`config.mk`:
```
export PLATFORM = sky130hd
export DESIGN_NAME = byte_alu_with_flags
export DESIGN_NICKNAME = d
export VERILOG_FILES = /design/src/hdl/bawf_pkg.sv /design/src/hdl/bawf_ctrl.sv /design/src/hdl/bawf_datapath.sv /design/src/hdl/byte_alu_with_flags.sv
export SDC_FILE = /design/constraint.sdc
export NUM_CORES = 1
export LEC_CHECK = 0
export ABC_AREA = 1
export BUFFER_PORTS_ARGS = -buffer_cell sky130_fd_sc_hd__buf_2
export CORE_MARGIN = 2
export CORE_UTILIZATION = 45
export CTS_CLUSTER_SIZE = 20
export DETAILED_ROUTE_END_ITERATION = 8
export MAX_ROUTING_LAYER = met4
export PLACE_DENSITY_LB_ADDON = 0.15
export RECOVER_POWER = 100
export REMOVE_ABC_BUFFERS = 1
export SLEW_MARGIN = 20
export SYNTH_ARGS = -nofsm -noshare
export SYNTH_HDL_FRONTEND = slang
export SYNTH_SLANG_ARGS = --single-unit
```
`constraint.sdc`:
```
create_clock -name i_clk -period 3.5 [get_ports i_clk]
set_input_delay 0.7 -clock i_clk [delete_from_list [all_inputs] [get_ports i_clk]]
set_output_delay 0.7 -clock i_clk [all_outputs]
set_load 0.01 [all_outputs]
```
`src/hdl/bawf_pkg.sv`:
```
package bawf_pkg;

    localparam logic [7:0] BYTE_MAX  = 8'hFF;
    localparam logic [7:0] LOW_SEVEN = 8'h7F;
    localparam logic [7:0] TOP_BIT   = 8'h80;

    // iterations of the shared adder for multiply and divide
    localparam int unsigned ITER_STEPS = 8;
    localparam int unsigned CNT_W      = $clog2(ITER_STEPS);

    // flag store bit positions
    localparam int unsigned F_CF = 0;
    localparam int unsigned F_PF = 1;
    localparam int unsigned F_ZF = 2;
    localparam int unsigned F_SF = 3;
    localparam int unsigned F_OF = 4;

    typedef enum logic [4:0] {
        ACT_ADD  = 5'd0,
        ACT_ADC  = 5'd1,
        ACT_SUB  = 5'd2,
        ACT_SBB  = 5'd3,
        ACT_INC  = 5'd4,
        ACT_DEC  = 5'd5,
        ACT_MUL  = 5'd6,
        ACT_IMUL = 5'd7,
        ACT_DIV  = 5'd8,
        ACT_NEG  = 5'd9,
        ACT_AND  = 5'd10,
        ACT_OR   = 5'd11,
        ACT_XOR  = 5'd12,
        ACT_NOT  = 5'd13,
        ACT_SHL  = 5'd14,
        ACT_SHR  = 5'd15,
        ACT_SAR  = 5'd16
    } t_act;

    typedef enum logic [2:0] {
        ST_IDLE,
        ST_ALU,
        ST_MUL,
        ST_FIXA,
        ST_FIXB,
        ST_DCHK,
        ST_DIV,
        ST_FIN
    } t_state;

    typedef enum logic [2:0] {
        STEP_NONE,
        STEP_ALU,
        STEP_MUL,
        STEP_FIXA,
        STEP_FIXB,
        STEP_DCHK,
        STEP_DIV,
        STEP_FIN
    } t_step;

    typedef struct packed {
        logic [4:0] action;
        logic [7:0] operand_a;
        logic [7:0] operand_b;
        logic [7:0] dividend_high;
    } t_req;

    typedef struct packed {
        logic [7:0] result_low;
        logic [7:0] result_high;
        logic       carry_flag;
        logic       parity_flag;
        logic       zero_flag;
        logic       sign_flag;
        logic       overflow_flag;
        logic       divide_error;
    } t_res;

    typedef struct packed {
        logic  load;
        t_step step;
        logic  fin_write;
    } t_ctl;

    typedef struct packed {
        logic imul;
        logic div_fault;
        logic res_free;
    } t_sts;

endpackage

```
`src/hdl/bawf_ctrl.sv`:
```
module bawf_ctrl (
    input  logic            i_clk,
    input  logic            i_rst_n,
    input  logic            i_req_valid,
    input  logic [4:0]      i_action,
    input  bawf_pkg::t_sts  i_sts,
    output logic            o_req_stall,
    output bawf_pkg::t_ctl  o_ctl
);

    bawf_pkg::t_state r_state, n_state;
    logic [bawf_pkg::CNT_W-1:0] r_cnt, n_cnt;
    logic cnt_last;

    assign cnt_last = (r_cnt == bawf_pkg::CNT_W'(bawf_pkg::ITER_STEPS - 1));

    always_ff @(posedge i_clk) begin
        if (!i_rst_n) begin
            r_state <= bawf_pkg::ST_IDLE;
            r_cnt   <= '0;
        end else begin
            r_state <= n_state;
            r_cnt   <= n_cnt;
        end
    end

    // next state
    always_comb begin
        n_state = r_state;
        n_cnt   = r_cnt;
        unique case (r_state)
            bawf_pkg::ST_IDLE: begin
                n_cnt = '0;
                if (i_req_valid) begin
                    if (i_action == bawf_pkg::ACT_MUL || i_action == bawf_pkg::ACT_IMUL) begin
                        n_state = bawf_pkg::ST_MUL;
                    end else if (i_action == bawf_pkg::ACT_DIV) begin
                        n_state = bawf_pkg::ST_DCHK;
                    end else begin
                        n_state = bawf_pkg::ST_ALU;
                    end
                end
            end
            bawf_pkg::ST_ALU: begin
                n_state = bawf_pkg::ST_FIN;
            end
            bawf_pkg::ST_MUL: begin
                n_cnt = r_cnt + 1'b1;
                if (cnt_last) begin
                    n_state = i_sts.imul ? bawf_pkg::ST_FIXA : bawf_pkg::ST_FIN;
                end
            end
            bawf_pkg::ST_FIXA: begin
                n_state = bawf_pkg::ST_FIXB;
            end
            bawf_pkg::ST_FIXB: begin
                n_state = bawf_pkg::ST_FIN;
            end
            bawf_pkg::ST_DCHK: begin
                n_state = i_sts.div_fault ? bawf_pkg::ST_FIN : bawf_pkg::ST_DIV;
            end
            bawf_pkg::ST_DIV: begin
                n_cnt = r_cnt + 1'b1;
                if (cnt_last) begin
                    n_state = bawf_pkg::ST_FIN;
                end
            end
            bawf_pkg::ST_FIN: begin
                // hold until the result register can take the result
                if (i_sts.res_free) begin
                    n_state = bawf_pkg::ST_IDLE;
                end
            end
            default: begin
                n_state = bawf_pkg::ST_IDLE;
            end
        endcase
    end

    // outputs
    always_comb begin
        o_req_stall     = 1'b1;
        o_ctl.load      = 1'b0;
        o_ctl.step      = bawf_pkg::STEP_NONE;
        o_ctl.fin_write = 1'b0;
        unique case (r_state)
            bawf_pkg::ST_IDLE: begin
                o_req_stall = 1'b0;
                o_ctl.load  = i_req_valid;
            end
            bawf_pkg::ST_ALU:  o_ctl.step = bawf_pkg::STEP_ALU;
            bawf_pkg::ST_MUL:  o_ctl.step = bawf_pkg::STEP_MUL;
            bawf_pkg::ST_FIXA: o_ctl.step = bawf_pkg::STEP_FIXA;
            bawf_pkg::ST_FIXB: o_ctl.step = bawf_pkg::STEP_FIXB;
            bawf_pkg::ST_DCHK: o_ctl.step = bawf_pkg::STEP_DCHK;
            bawf_pkg::ST_DIV:  o_ctl.step = bawf_pkg::STEP_DIV;
            bawf_pkg::ST_FIN: begin
                o_ctl.step      = bawf_pkg::STEP_FIN;
                o_ctl.fin_write = i_sts.res_free;
            end
            default: begin
                o_ctl.step = bawf_pkg::STEP_NONE;
            end
        endcase
    end

endmodule

```
`src/hdl/bawf_datapath.sv`:
```
module bawf_datapath (
    input  logic            i_clk,
    input  logic            i_rst_n,
    input  bawf_pkg::t_req  i_req,
    input  bawf_pkg::t_ctl  i_ctl,
    input  logic            i_res_stall,
    output bawf_pkg::t_sts  o_sts,
    output logic            o_res_valid,
    output bawf_pkg::t_res  o_res
);

    logic [4:0] r_act;
    logic [7:0] r_a;
    logic [7:0] r_b;
    logic [7:0] r_lo;
    logic [7:0] r_hi;
    logic       r_c;
    logic       r_derr;
    logic [4:0] r_flags, n_flags;
    bawf_pkg::t_res r_res;
    logic       r_res_valid, n_res_valid;

    // shared adder
    logic [8:0] add_x;
    logic [8:0] add_y;
    logic       add_sub;
    logic       add_cin;
    logic [9:0] add_sum;
    logic [8:0] add_y_eff;

    logic [7:0] alu_lo;
    logic       alu_c;
    logic [8:0] div_part;
    logic       pf, zf, sf;
    logic       mul_sig;
    logic [7:0] fin_lo, fin_hi;

    assign div_part  = {r_hi, r_lo[7]};
    assign add_y_eff = add_sub ? ~add_y : add_y;
    assign add_sum   = {1'b0, add_x} + {1'b0, add_y_eff} + {9'd0, add_cin};

    always_comb begin
        add_x   = '0;
        add_y   = '0;
        add_sub = 1'b0;
        add_cin = 1'b0;
        unique case (i_ctl.step)
            bawf_pkg::STEP_ALU: begin
                add_x = {1'b0, r_a};
                add_y = {1'b0, r_b};
                case (bawf_pkg::t_act'(r_act))
                    bawf_pkg::ACT_ADC: add_cin = r_flags[bawf_pkg::F_CF];
                    bawf_pkg::ACT_SUB: begin
                        add_sub = 1'b1;
                        add_cin = 1'b1;
                    end
                    bawf_pkg::ACT_SBB: begin
                        add_sub = 1'b1;
                        add_cin = ~r_flags[bawf_pkg::F_CF];
                    end
                    bawf_pkg::ACT_INC: add_y = 9'd1;
                    bawf_pkg::ACT_DEC: begin
                        add_y   = 9'd1;
                        add_sub = 1'b1;
                        add_cin = 1'b1;
                    end
                    bawf_pkg::ACT_NEG: begin
                        add_x   = '0;
                        add_y   = {1'b0, r_a};
                        add_sub = 1'b1;
                        add_cin = 1'b1;
                    end
                    default: add_cin = 1'b0;
                endcase
            end
            bawf_pkg::STEP_MUL: begin
                add_x = {1'b0, r_hi};
                add_y = r_lo[0] ? {1'b0, r_a} : 9'd0;
            end
            bawf_pkg::STEP_FIXA: begin
                // signed correction: drop b from the high byte when a is negative
                add_x   = {1'b0, r_hi};
                add_y   = r_a[7] ? {1'b0, r_b} : 9'd0;
                add_sub = 1'b1;
                add_cin = 1'b1;
            end
            bawf_pkg::STEP_FIXB: begin
                add_x   = {1'b0, r_hi};
                add_y   = r_b[7] ? {1'b0, r_a} : 9'd0;
                add_sub = 1'b1;
                add_cin = 1'b1;
            end
            bawf_pkg::STEP_DCHK: begin
                add_x   = {1'b0, r_hi};
                add_y   = {1'b0, r_b};
                add_sub = 1'b1;
                add_cin = 1'b1;
            end
            bawf_pkg::STEP_DIV: begin
                add_x   = div_part;
                add_y   = {1'b0, r_b};
                add_sub = 1'b1;
                add_cin = 1'b1;
            end
            bawf_pkg::STEP_NONE, bawf_pkg::STEP_FIN: begin
                add_x = '0;
            end
            default: add_x = '0;
        endcase
    end

    // single-step results
    always_comb begin
        alu_lo = '0;
        alu_c  = add_sub ? ~add_sum[9] : add_sum[8];
        case (bawf_pkg::t_act'(r_act))
            bawf_pkg::ACT_ADD, bawf_pkg::ACT_ADC, bawf_pkg::ACT_SUB, bawf_pkg::ACT_SBB,
            bawf_pkg::ACT_INC, bawf_pkg::ACT_DEC, bawf_pkg::ACT_NEG: alu_lo = add_sum[7:0];
            bawf_pkg::ACT_AND: alu_lo = r_a & r_b;
            bawf_pkg::ACT_OR:  alu_lo = r_a | r_b;
            bawf_pkg::ACT_XOR: alu_lo = r_a ^ r_b;
            bawf_pkg::ACT_NOT: alu_lo = ~r_a;
            bawf_pkg::ACT_SHL: alu_lo = {r_a[6:0], 1'b0};
            bawf_pkg::ACT_SHR: alu_lo = {1'b0, r_a[7:1]};
            bawf_pkg::ACT_SAR: alu_lo = {r_a[7], r_a[7:1]};
            default:           alu_lo = '0;
        endcase
    end

    // final flags
    assign pf = ~(^r_lo);
    assign zf = (r_lo == 8'd0);
    assign sf = r_lo[7];
    assign mul_sig = (r_act == bawf_pkg::ACT_IMUL) ? (r_hi != {8{r_lo[7]}}) : (r_hi != 8'd0);

    always_comb begin
        n_flags = r_flags;
        fin_lo  = r_derr ? 8'd0 : r_lo;
        fin_hi  = r_derr ? 8'd0 : r_hi;
        case (bawf_pkg::t_act'(r_act))
            bawf_pkg::ACT_ADD, bawf_pkg::ACT_ADC: begin
                n_flags[bawf_pkg::F_CF] = r_c;
                n_flags[bawf_pkg::F_OF] = ~(r_a[7] ^ r_b[7]) & (r_a[7] ^ r_lo[7]);
            end
            bawf_pkg::ACT_SUB, bawf_pkg::ACT_SBB: begin
                n_flags[bawf_pkg::F_CF] = r_c;
                n_flags[bawf_pkg::F_OF] = (r_a[7] ^ r_b[7]) & (r_a[7] ^ r_lo[7]);
            end
            bawf_pkg::ACT_INC: n_flags[bawf_pkg::F_OF] = (r_a == bawf_pkg::LOW_SEVEN);
            bawf_pkg::ACT_DEC: n_flags[bawf_pkg::F_OF] = (r_a == bawf_pkg::TOP_BIT);
            bawf_pkg::ACT_NEG: begin
                n_flags[bawf_pkg::F_CF] = r_c;
                n_flags[bawf_pkg::F_OF] = (r_a == bawf_pkg::TOP_BIT);
            end
            bawf_pkg::ACT_MUL, bawf_pkg::ACT_IMUL: begin
                n_flags[bawf_pkg::F_CF] = mul_sig;
                n_flags[bawf_pkg::F_OF] = mul_sig;
            end
            bawf_pkg::ACT_AND, bawf_pkg::ACT_OR, bawf_pkg::ACT_XOR: begin
                n_flags[bawf_pkg::F_CF] = 1'b0;
                n_flags[bawf_pkg::F_OF] = 1'b0;
            end
            bawf_pkg::ACT_SHL: begin
                n_flags[bawf_pkg::F_CF] = r_a[7];
                n_flags[bawf_pkg::F_OF] = r_lo[7] ^ r_a[7];
            end
            bawf_pkg::ACT_SHR: begin
                n_flags[bawf_pkg::F_CF] = r_a[0];
                n_flags[bawf_pkg::F_OF] = r_a[7];
            end
            bawf_pkg::ACT_SAR: begin
                n_flags[bawf_pkg::F_CF] = r_a[0];
                n_flags[bawf_pkg::F_OF] = 1'b0;
            end
            default: n_flags[bawf_pkg::F_CF] = r_flags[bawf_pkg::F_CF];
        endcase
        // result flags for every action that sets them
        if (r_act <= bawf_pkg::ACT_IMUL || r_act == bawf_pkg::ACT_NEG
                || (r_act >= bawf_pkg::ACT_AND && r_act <= bawf_pkg::ACT_XOR)
                || (r_act >= bawf_pkg::ACT_SHL && r_act <= bawf_pkg::ACT_SAR)
                || (r_act == bawf_pkg::ACT_DIV && !r_derr)) begin
            n_flags[bawf_pkg::F_PF] = pf;
            n_flags[bawf_pkg::F_ZF] = zf;
            n_flags[bawf_pkg::F_SF] = sf;
        end
    end

    always_comb begin
        n_res_valid = r_res_valid && i_res_stall;
        if (i_ctl.fin_write) begin
            n_res_valid = 1'b1;
        end
    end

    always_ff @(posedge i_clk) begin
        if (!i_rst_n) begin
            r_flags     <= '0;
            r_res_valid <= 1'b0;
        end else begin
            r_res_valid <= n_res_valid;
            if (i_ctl.fin_write) begin
                r_flags <= n_flags;
            end
        end
    end

    always_ff @(posedge i_clk) begin
        if (i_ctl.load) begin
            r_act  <= i_req.action;
            r_a    <= i_req.operand_a;
            r_b    <= i_req.operand_b;
            r_derr <= 1'b0;
            r_c    <= 1'b0;
            // multiplier shifts out of the low byte; dividend low shifts out of it too
            r_lo   <= (i_req.action == bawf_pkg::ACT_DIV) ? i_req.operand_a : i_req.operand_b;
            r_hi   <= (i_req.action == bawf_pkg::ACT_DIV) ? i_req.dividend_high : 8'd0;
        end else begin
            unique case (i_ctl.step)
                bawf_pkg::STEP_ALU: begin
                    r_lo <= alu_lo;
                    r_c  <= alu_c;
                end
                bawf_pkg::STEP_MUL: begin
                    r_hi <= add_sum[8:1];
                    r_lo <= {add_sum[0], r_lo[7:1]};
                end
                bawf_pkg::STEP_FIXA, bawf_pkg::STEP_FIXB: begin
                    r_hi <= add_sum[7:0];
                end
                bawf_pkg::STEP_DCHK: begin
                    // high byte not below divisor: zero divisor or quotient overflow
                    r_derr <= add_sum[9];
                end
                bawf_pkg::STEP_DIV: begin
                    r_hi <= add_sum[9] ? add_sum[7:0] : div_part[7:0];
                    r_lo <= {r_lo[6:0], add_sum[9]};
                end
                bawf_pkg::STEP_NONE, bawf_pkg::STEP_FIN: begin
                    r_c <= r_c;
                end
                default: r_c <= r_c;
            endcase
        end
        if (i_ctl.fin_write) begin
            r_res.result_low    <= fin_lo;
            r_res.result_high   <= fin_hi;
            r_res.carry_flag    <= n_flags[bawf_pkg::F_CF];
            r_res.parity_flag   <= n_flags[bawf_pkg::F_PF];
            r_res.zero_flag     <= n_flags[bawf_pkg::F_ZF];
            r_res.sign_flag     <= n_flags[bawf_pkg::F_SF];
            r_res.overflow_flag <= n_flags[bawf_pkg::F_OF];
            r_res.divide_error  <= r_derr;
        end
    end

    assign o_sts.imul      = (r_act == bawf_pkg::ACT_IMUL);
    assign o_sts.div_fault = add_sum[9];
    assign o_sts.res_free  = !r_res_valid || !i_res_stall;
    assign o_res_valid     = r_res_valid;
    assign o_res           = r_res;

endmodule

```
`src/hdl/byte_alu_with_flags.sv`:
```
// States per request: ALU, FIN for single-step actions; DCHK, FIN for a faulting div;
// MUL, FIN for mul; MUL, FIXA, FIXB, FIN for imul; DCHK, DIV, FIN for div.
// One request at a time on the shared 9-bit adder (8 passes for mul and div, 2 more
// for the imul sign fix-up); the next request is taken in the cycle after the result
// loads, and the result loads only once the output register is free (i_res_stall).
// Synchronous active-low reset clears the sequencer, the output valid and the flag store.
module byte_alu_with_flags (
    input  logic            i_clk,
    input  logic            i_rst_n,
    input  logic            i_req_valid,
    output logic            o_req_stall,
    input  bawf_pkg::t_req  i_req,
    output logic            o_res_valid,
    input  logic            i_res_stall,
    output bawf_pkg::t_res  o_res
);

    bawf_pkg::t_ctl ctl;
    bawf_pkg::t_sts sts;

    bawf_ctrl u_ctrl (
        .i_clk       (i_clk),
        .i_rst_n     (i_rst_n),
        .i_req_valid (i_req_valid),
        .i_action    (i_req.action),
        .i_sts       (sts),
        .o_req_stall (o_req_stall),
        .o_ctl       (ctl)
    );

    bawf_datapath u_datapath (
        .i_clk       (i_clk),
        .i_rst_n     (i_rst_n),
        .i_req       (i_req),
        .i_ctl       (ctl),
        .i_res_stall (i_res_stall),
        .o_sts       (sts),
        .o_res_valid (o_res_valid),
        .o_res       (o_res)
    );

endmodule
```
==> results.md, run 1 <==
- Number of buffers created by CTS: 9
- Overall routed net length: 17,500 um
- Critical path capture point type: flip-flop
- Final count of hold timing violations: 0
- Main synth FF type: edfxtp_1
- Number of pins exceeding their max-slew limit in the final report: 0
- Post-route clock period utilization: 92.4%
- Sw Ratio: 50.6%
- Number of synthesized register bits: 73
- Launch point of the worst path: u_ctrl.r_state[2]
- Number of rows created at floorplan: 40
- Mean post-synth cell area: 7.02 um2
- Synth Instances: 796
- Pre-antenna DRT Iters: 5
- Final weighted congestion in routability-driven placement: 0.992
- Number of antenna violations at the first check in global routing: 0
- Area growth from synthesis to layout: 17.5%
- Cell internal power dissipation: 3.63 mW
- Arrival time at the worst endpoint: 3.33 ns
- Setup TNS: 0 ns
- Post-DP HPWL: 14,100 um
- Biggest area contributors in the synthesized netlist: edfxtp_1, nand2_1, inv_1, ha_1, nor2_1
- Peak per-stage delay on the critical path: 0.43 ns
- Area of the core region: 12,100 um2
- Cell area after placement: 6210 um2
- Total number of vias: 5,518
- Count of max-cap constraint violations: 0
- CTS tree: done
- Endpoints failing setup: 0
- Synthesis Warnings: 0
- Source-to-sink clock delay at the later pin of the worst-skew pair: 0.35 ns
- List of cells traversed by the critical path: nor2_1, nand2_2, buf_4, inv_2, nor3_4, nor2_1, nor2_1, o21ai_0, ha_1, nand2_1, nor2_1, nand3_1, nand3_1, buf_4, buf_4, nor3_2, nor2_1, a21boi_1
- DR vias/cell: 5.23
- Net switching component of the power: 3.71 mW
- Max Clk Rate: 0.309 GHz
- Global-route congestion overflow total: 0
- Part of the power in the clock network: 12.4%
- DRT antenna net count: 0
- Diode insertion count for antenna repair: 0
- Transition time at the pin with the least slew margin: 0.910 ns
- Logic pwr share: 66.4%
- Headroom to the max-slew limit: 39.3%
- Cell area power density: 1120 nW/um2
- Critical path launch point type: flip-flop
- Filler cells: 1,197
- Clock Sink Count: 73
- Most numerous cell types in the synthesized netlist: nand2_1, inv_1, nor2_1
- Maximum number of pins on one net before global-route repair: 37
- Remaining DRCs: 0
- Worst Clk Skew: 0.0116 ns
- Area of the die: 13,300 um2
- Vertical die dimension: 115 um
- I/O pin cnt: 57
- Share of synthesized area occupied by flip-flops and latches: 36.7%
- Share of synthesized registers carrying an async set or reset: 0%
- Initial core utilization: 46.3%
- Initial DRC Count: 479
- Cell with the biggest individual delay on the critical path: dfxtp_1
- Most numerous cell in the Yosys netlist: nand2_1
- Clock transition at the register clock pins on the worst setup and hold paths after CTS: 0.07 ns
- Number of buffers added on ports: 56
- Syn Std Cell Area: 5590 um2
- Result of the run: complete, no violations
- Minimum period implied by the final worst setup slack: 3.23 ns
- Netlist cell types: 45
- Leak Pwr: 3.14 nW
- CTS max path bufs: 2
- Cell type with the highest occurrence count on the critical path: nor2_1
- CP Class: reg -> reg
- Power share of the sequential group: 21.2%
- Number of global-route vias before repair: 5,185
- Hold path start: u_ctrl.r_cnt[0]
- Fin nets: 947
- First-pass GRT wire length: 27,400 um
- Global-route usage over all layers: 28.0%
- Average wire length per cell after detail routing: 16.6 um
- Classification of the worst-slack hold path: reg -> reg
- Biggest area consumer among synthesized cells: edfxtp_1
- Hold buffer count at CTS: 0
- Share of the synthesized area in the top cell type: 31.7%
- Max H-tree Level: 3
- Die Width: 115 um
- Share of post-route cells with drive strength above 1: 13.9%
- Crit path required time: 3.60 ns
- Clock Tree Root: clkbuf_16
- Crit path max fanout: 8
- Maximum VDD drop: 0.424 mV
- Number of synthesized flops with an enable pin: 59
- FF-to-FF Start: u_ctrl.r_state[2]
- Post-route cell area: 6570 um2
[registers in the layout, indices dropped and copies added (netlist names)]
| name | cells |
|---|---|
| u_datapath.o_res_valid | 1 |
| u_datapath.o_res | 22 |
| u_ctrl.r_cnt | 3 |
| u_datapath.r_hi | 8 |
| u_datapath.r_c | 1 |
| u_ctrl.r_state | 3 |
| u_datapath.r_derr | 1 |
| u_datapath.r_flags | 5 |
| u_datapath.r_act | 5 |
| u_datapath.r_lo | 8 |
| u_datapath.r_a | 8 |
| u_datapath.r_b | 8 |
[layout make-up]
type	instances	area [um2]	area share, %
clock buffers	9	225	3.43
clock inverters	7	60.1	0.914
inverters	126	475	7.24
multi-input cells	583	3050	46.4
flip-flops and latches	73	2050	31.3
well taps	168	210	3.20
repair buffers	89	495	7.54
[path summary, 6_finish.rpt]
kind	cells past startpoint	slack, ns	to
max	18	0.27	u_datapath.r_hi[4]
min	1	0.47	u_ctrl.r_cnt[0]
max reg2reg	18	0.27	u_datapath.r_hi[4]
min reg2reg	1	0.47	u_ctrl.r_cnt[0]
[power groups by stage]
stage / Combinational [mW] / Sequential (mW) / Clock, mW
2_1_floorplan: 3.15 / 1.52 / 0
3_3_place_gp: 4.61 / 1.56 / 0
3_5_place_dp: 4.64 / 1.57 / 0
4_1_cts: 4.68 / 1.55 / 0.921
5_1_grt: 5.47 / 1.58 / 0.952
6_report: 4.87 / 1.55 / 0.912
[cell usage in the layout, fill, tap and decap left out, types with 2 or more instances in the layout]
cell,count
nand2_1,252
nand2_2,4
o21ai_1,9
a21boi_1,5
edfxtp_1,59
a21boi_0,2
nor3_1,2
ha_1,30
inv_2,15
xnor2_1,4
nor2_1,101
nand3_2,4
nor3_2,2
nor2_2,2
clkbuf_1,32
inv_6,3
o211ai_1,5
a211oi_1,2
clkbuf_16,9
dfxtp_1,12
nand2_4,3
o22ai_1,6
nand4_1,12
nand3_1,48
clkinv_1,2
o21ai_0,27
o221ai_1,7
nor2_4,9
xor2_1,2
a21oi_1,23
buf_4,30
dfxtp_2,2
nand3b_1,4
a221oi_1,3
inv_1,108
a21oi_2,2
inv_4,2
buf_2,26
[critical path: cells and delay by family, from the launching register on]
| family | cells | cell delay, ns |
|---|---|---|
| AOI/OAI and AO/OA | 2 | 0.23 |
| adders and majority gates | 1 | 0.36 |
| buffers and inverters | 4 | 0.52 |
| DFF | 1 | 0.43 |
| and+or+nand+nor | 11 | 1.46 |
[kinds of logic (layout without fill, tap and decap cells)]
logic type	after synthesis	count (layout)	synth area share, %
simple gates	446	446	34.4
buf+inv	140	231	9.67
compound gates	99	99	10.9
flops	73	73	36.7
fa+ha+maj	32	32	7.43
xor+xnor	6	6	0.940
[stage by stage]
stage          hold slack [ns]  std cells  setup slack, ns  utilization [%]  total power, mW
6_report                 0.470       1055            0.267             54.5             7.34
5_1_grt                  0.488       1055          -0.0133             54.5             8.00
4_1_cts                  0.467       1048           0.0749             53.8             7.15
3_5_place_dp             0.459       1032           0.0978             51.5             6.21
3_3_place_gp             0.448       1032            0.159             51.5             6.17
2_1_floorplan            0.432        782            0.443                -             4.67
[timing repair]
item	in CTS	in global routing
setup buffers	0	7
gates resized for setup	0	17
setup endpoints to repair	0	17
[routing by layer]
layer	share of wire, %	GRT usage [%]
met1	44	37.6
met2	46	43.7
met3	7.3	3.29
met4	2.4	10.4
met5	0	-
(Power assumes the default switching activity.)
==> run 2: changes to the inputs <==
- RECOVER_POWER: 100 -> 50
==> results.md, run 2 (synthesized netlist as in run 1, its figures left out) <==
- CTS max path bufs: 2
- Maximum number of pins on one net before global-route repair: 37
- Number of flip-flops under the largest register name: 22
- Leading cell types in the layout, fill and taps excluded: nand2_1, inv_1, nor2_1
- Arrival time at the worst endpoint: 3.33 ns
- Remaining DRCs: 0
- Hold path start: u_ctrl.r_cnt[0]
- Buffers plus inverters on the worst setup path: 4
- Worst hold slack: 0.468 ns
- Worst-case reg-to-reg path depth: 18
- Endpoints failing setup: 0
- Number of buffers added on ports: 56
- Die Width: 115 um
- Average wire length per cell after detail routing: 16.7 um
- Post-DP HPWL: 14,100 um
- Capture instance of the worst register-to-register path: u_datapath.r_hi[4]
- Worst setup slack for register-to-register paths: 0.26 ns
- Max H-tree Level: 3
- Peak per-stage delay on the critical path: 0.43 ns
- Vertical die dimension: 115 um
- Number of pins exceeding their max-slew limit in the final report: 0
- Area of the core region: 12,100 um2
- Fin nets: 947
- Area of the die: 13,300 um2
- Crit path max fanout: 8
- Initial core utilization: 46.3%
- List of cells traversed by the critical path: nor2_1, nand2_2, buf_4, inv_2, nor3_4, nor2_1, nor2_1, o21ai_0, ha_1, nand2_1, nor2_1, nand3_1, nand3_1, buf_4, buf_4, nor3_2, nor2_1, a21boi_1
- Initial DRC Count: 486
- Source-to-sink clock delay at the later pin of the worst-skew pair: 0.35 ns
- Setup TNS: 0 ns
- Number of rows created at floorplan: 40
- CP Class: reg -> reg
- Area growth from synthesis to layout: 17.7%
- Final count of hold timing violations: 0
- I/O pin cnt: 57
- Post-route clock period utilization: 92.4%
- Share of post-route cells with drive strength above 1: 14.2%
- Result of the run: complete, no violations
- Worst Clk Skew: 0.00976 ns
- DRT antenna net count: 0
- Classification of the worst-slack hold path: reg -> reg
- Filler cells: 1,193
- Transition time at the pin with the least slew margin: 0.816 ns
- Critical path launch point type: flip-flop
- Top Family by Delay on Critical Path: simple AND/OR/NAND/NOR gates
- Count of max-cap constraint violations: 0
- Overall routed net length: 17,600 um
- Total number of vias: 5,516
- CTS tree: done
- Final weighted congestion in routability-driven placement: 0.992
- Destination of the worst hold path: u_ctrl.r_cnt[0]
- Cell type with the highest occurrence count on the critical path: nor2_1
- Diode insertion count for antenna repair: 0
- Cell area after placement: 6210 um2
- Maximum VDD drop: 0.425 mV
- Cell area power density: 1120 nW/um2
- Hold path depth: 1
- Number of buffers created by CTS: 9
- Number of global-route vias before repair: 5,185
- Crit path required time: 3.60 ns
- Global-route usage over all layers: 28.0%
- FF-to-FF Start: u_ctrl.r_state[2]
- Number of placed cells counting well taps: 1,032
- Number of antenna violations at the first check in global routing: 0
- Clock transition at the register clock pins on the worst setup and hold paths after CTS: 0.07 ns
- Global-route congestion overflow total: 0
- Final Instance Count excl. Fillers: 1,055
- DR vias/cell: 5.23
- Pre-antenna DRT Iters: 5
- Clock Sink Count: 73
- First-pass GRT wire length: 27,400 um
- Clock Tree Root: clkbuf_16
- Final cell utilization of the core: 54.5%
- Cell with the biggest individual delay on the critical path: dfxtp_1
- Headroom to the max-slew limit: 45.6%
- Minimum period implied by the final worst setup slack: 3.24 ns
- Max Clk Rate: 0.309 GHz
- Post-route cell area: 6580 um2
- Critical path capture point type: flip-flop
- Leak Pwr: 3.15 nW
- Most common library cell in the layout ignoring fill and taps: nand2_1
run 2: per-stage QoR:
step | power [mW] | worst slack [ns]
2_1_floorplan | 4.67 | 0.443
3_3_place_gp | 6.17 | 0.159
3_5_place_dp | 6.21 | 0.0978
4_1_cts | 7.15 | 0.0749
5_1_grt | 8.01 | -0.0133
6_report | 7.35 | 0.265
run 2: worst max-delay path by stage:
stage	from	to	cells after the start
after floorplan	u_datapath.r_act[1]	u_datapath.r_hi[1]	21
after global placement	u_datapath.r_act[0]	u_datapath.r_hi[3]	16
after detailed placement	u_datapath.r_act[0]	u_datapath.r_hi[7]	20
after CTS	u_datapath.r_act[0]	u_datapath.r_hi[7]	20
after global routing	u_datapath.r_act[2]	u_datapath.r_hi[3]	20
final	u_ctrl.r_state[2]	u_datapath.r_hi[4]	18
run 2: power by group:
group	total (mW)	switching (mW)	internal [mW]	leakage (nW)
clock network	0.911	0.417	0.494	0.139
logic	4.89	3.11	1.78	2.34
registers	1.55	0.195	1.36	0.669
total	7.35	3.72	3.63	3.15
run 2: final cells by class:
cell class / count / area, um2 / share of cell area, %
inverter: 126 / 475 / 7.23
tap: 168 / 210 / 3.20
clock inverter: 7 / 60.1 / 0.913
sequential: 73 / 2050 / 31.2
timing repair buffer: 89 / 500 / 7.61
multi-input combinational: 583 / 3050 / 46.4
clock buffer: 9 / 225 / 3.42
run 2: routing by layer:
layer  GRT usage [%]  up-vias  share of wire (%)
met5               -        -                  0
met4            10.4        0                2.5
met3            3.29       35                5.9
met2            43.7      204                 46
met1            37.6     2523                 46
li1                -     2754                  -
run 2: what timing repair did:
action / in CTS / in global routing
endpoints found under the hold margin: 0 / 0
setup endpoints to repair: 0 / 17
hold buffers: 0 / 0
setup buffers: 0 / 7
gates resized for setup: 0 / 17
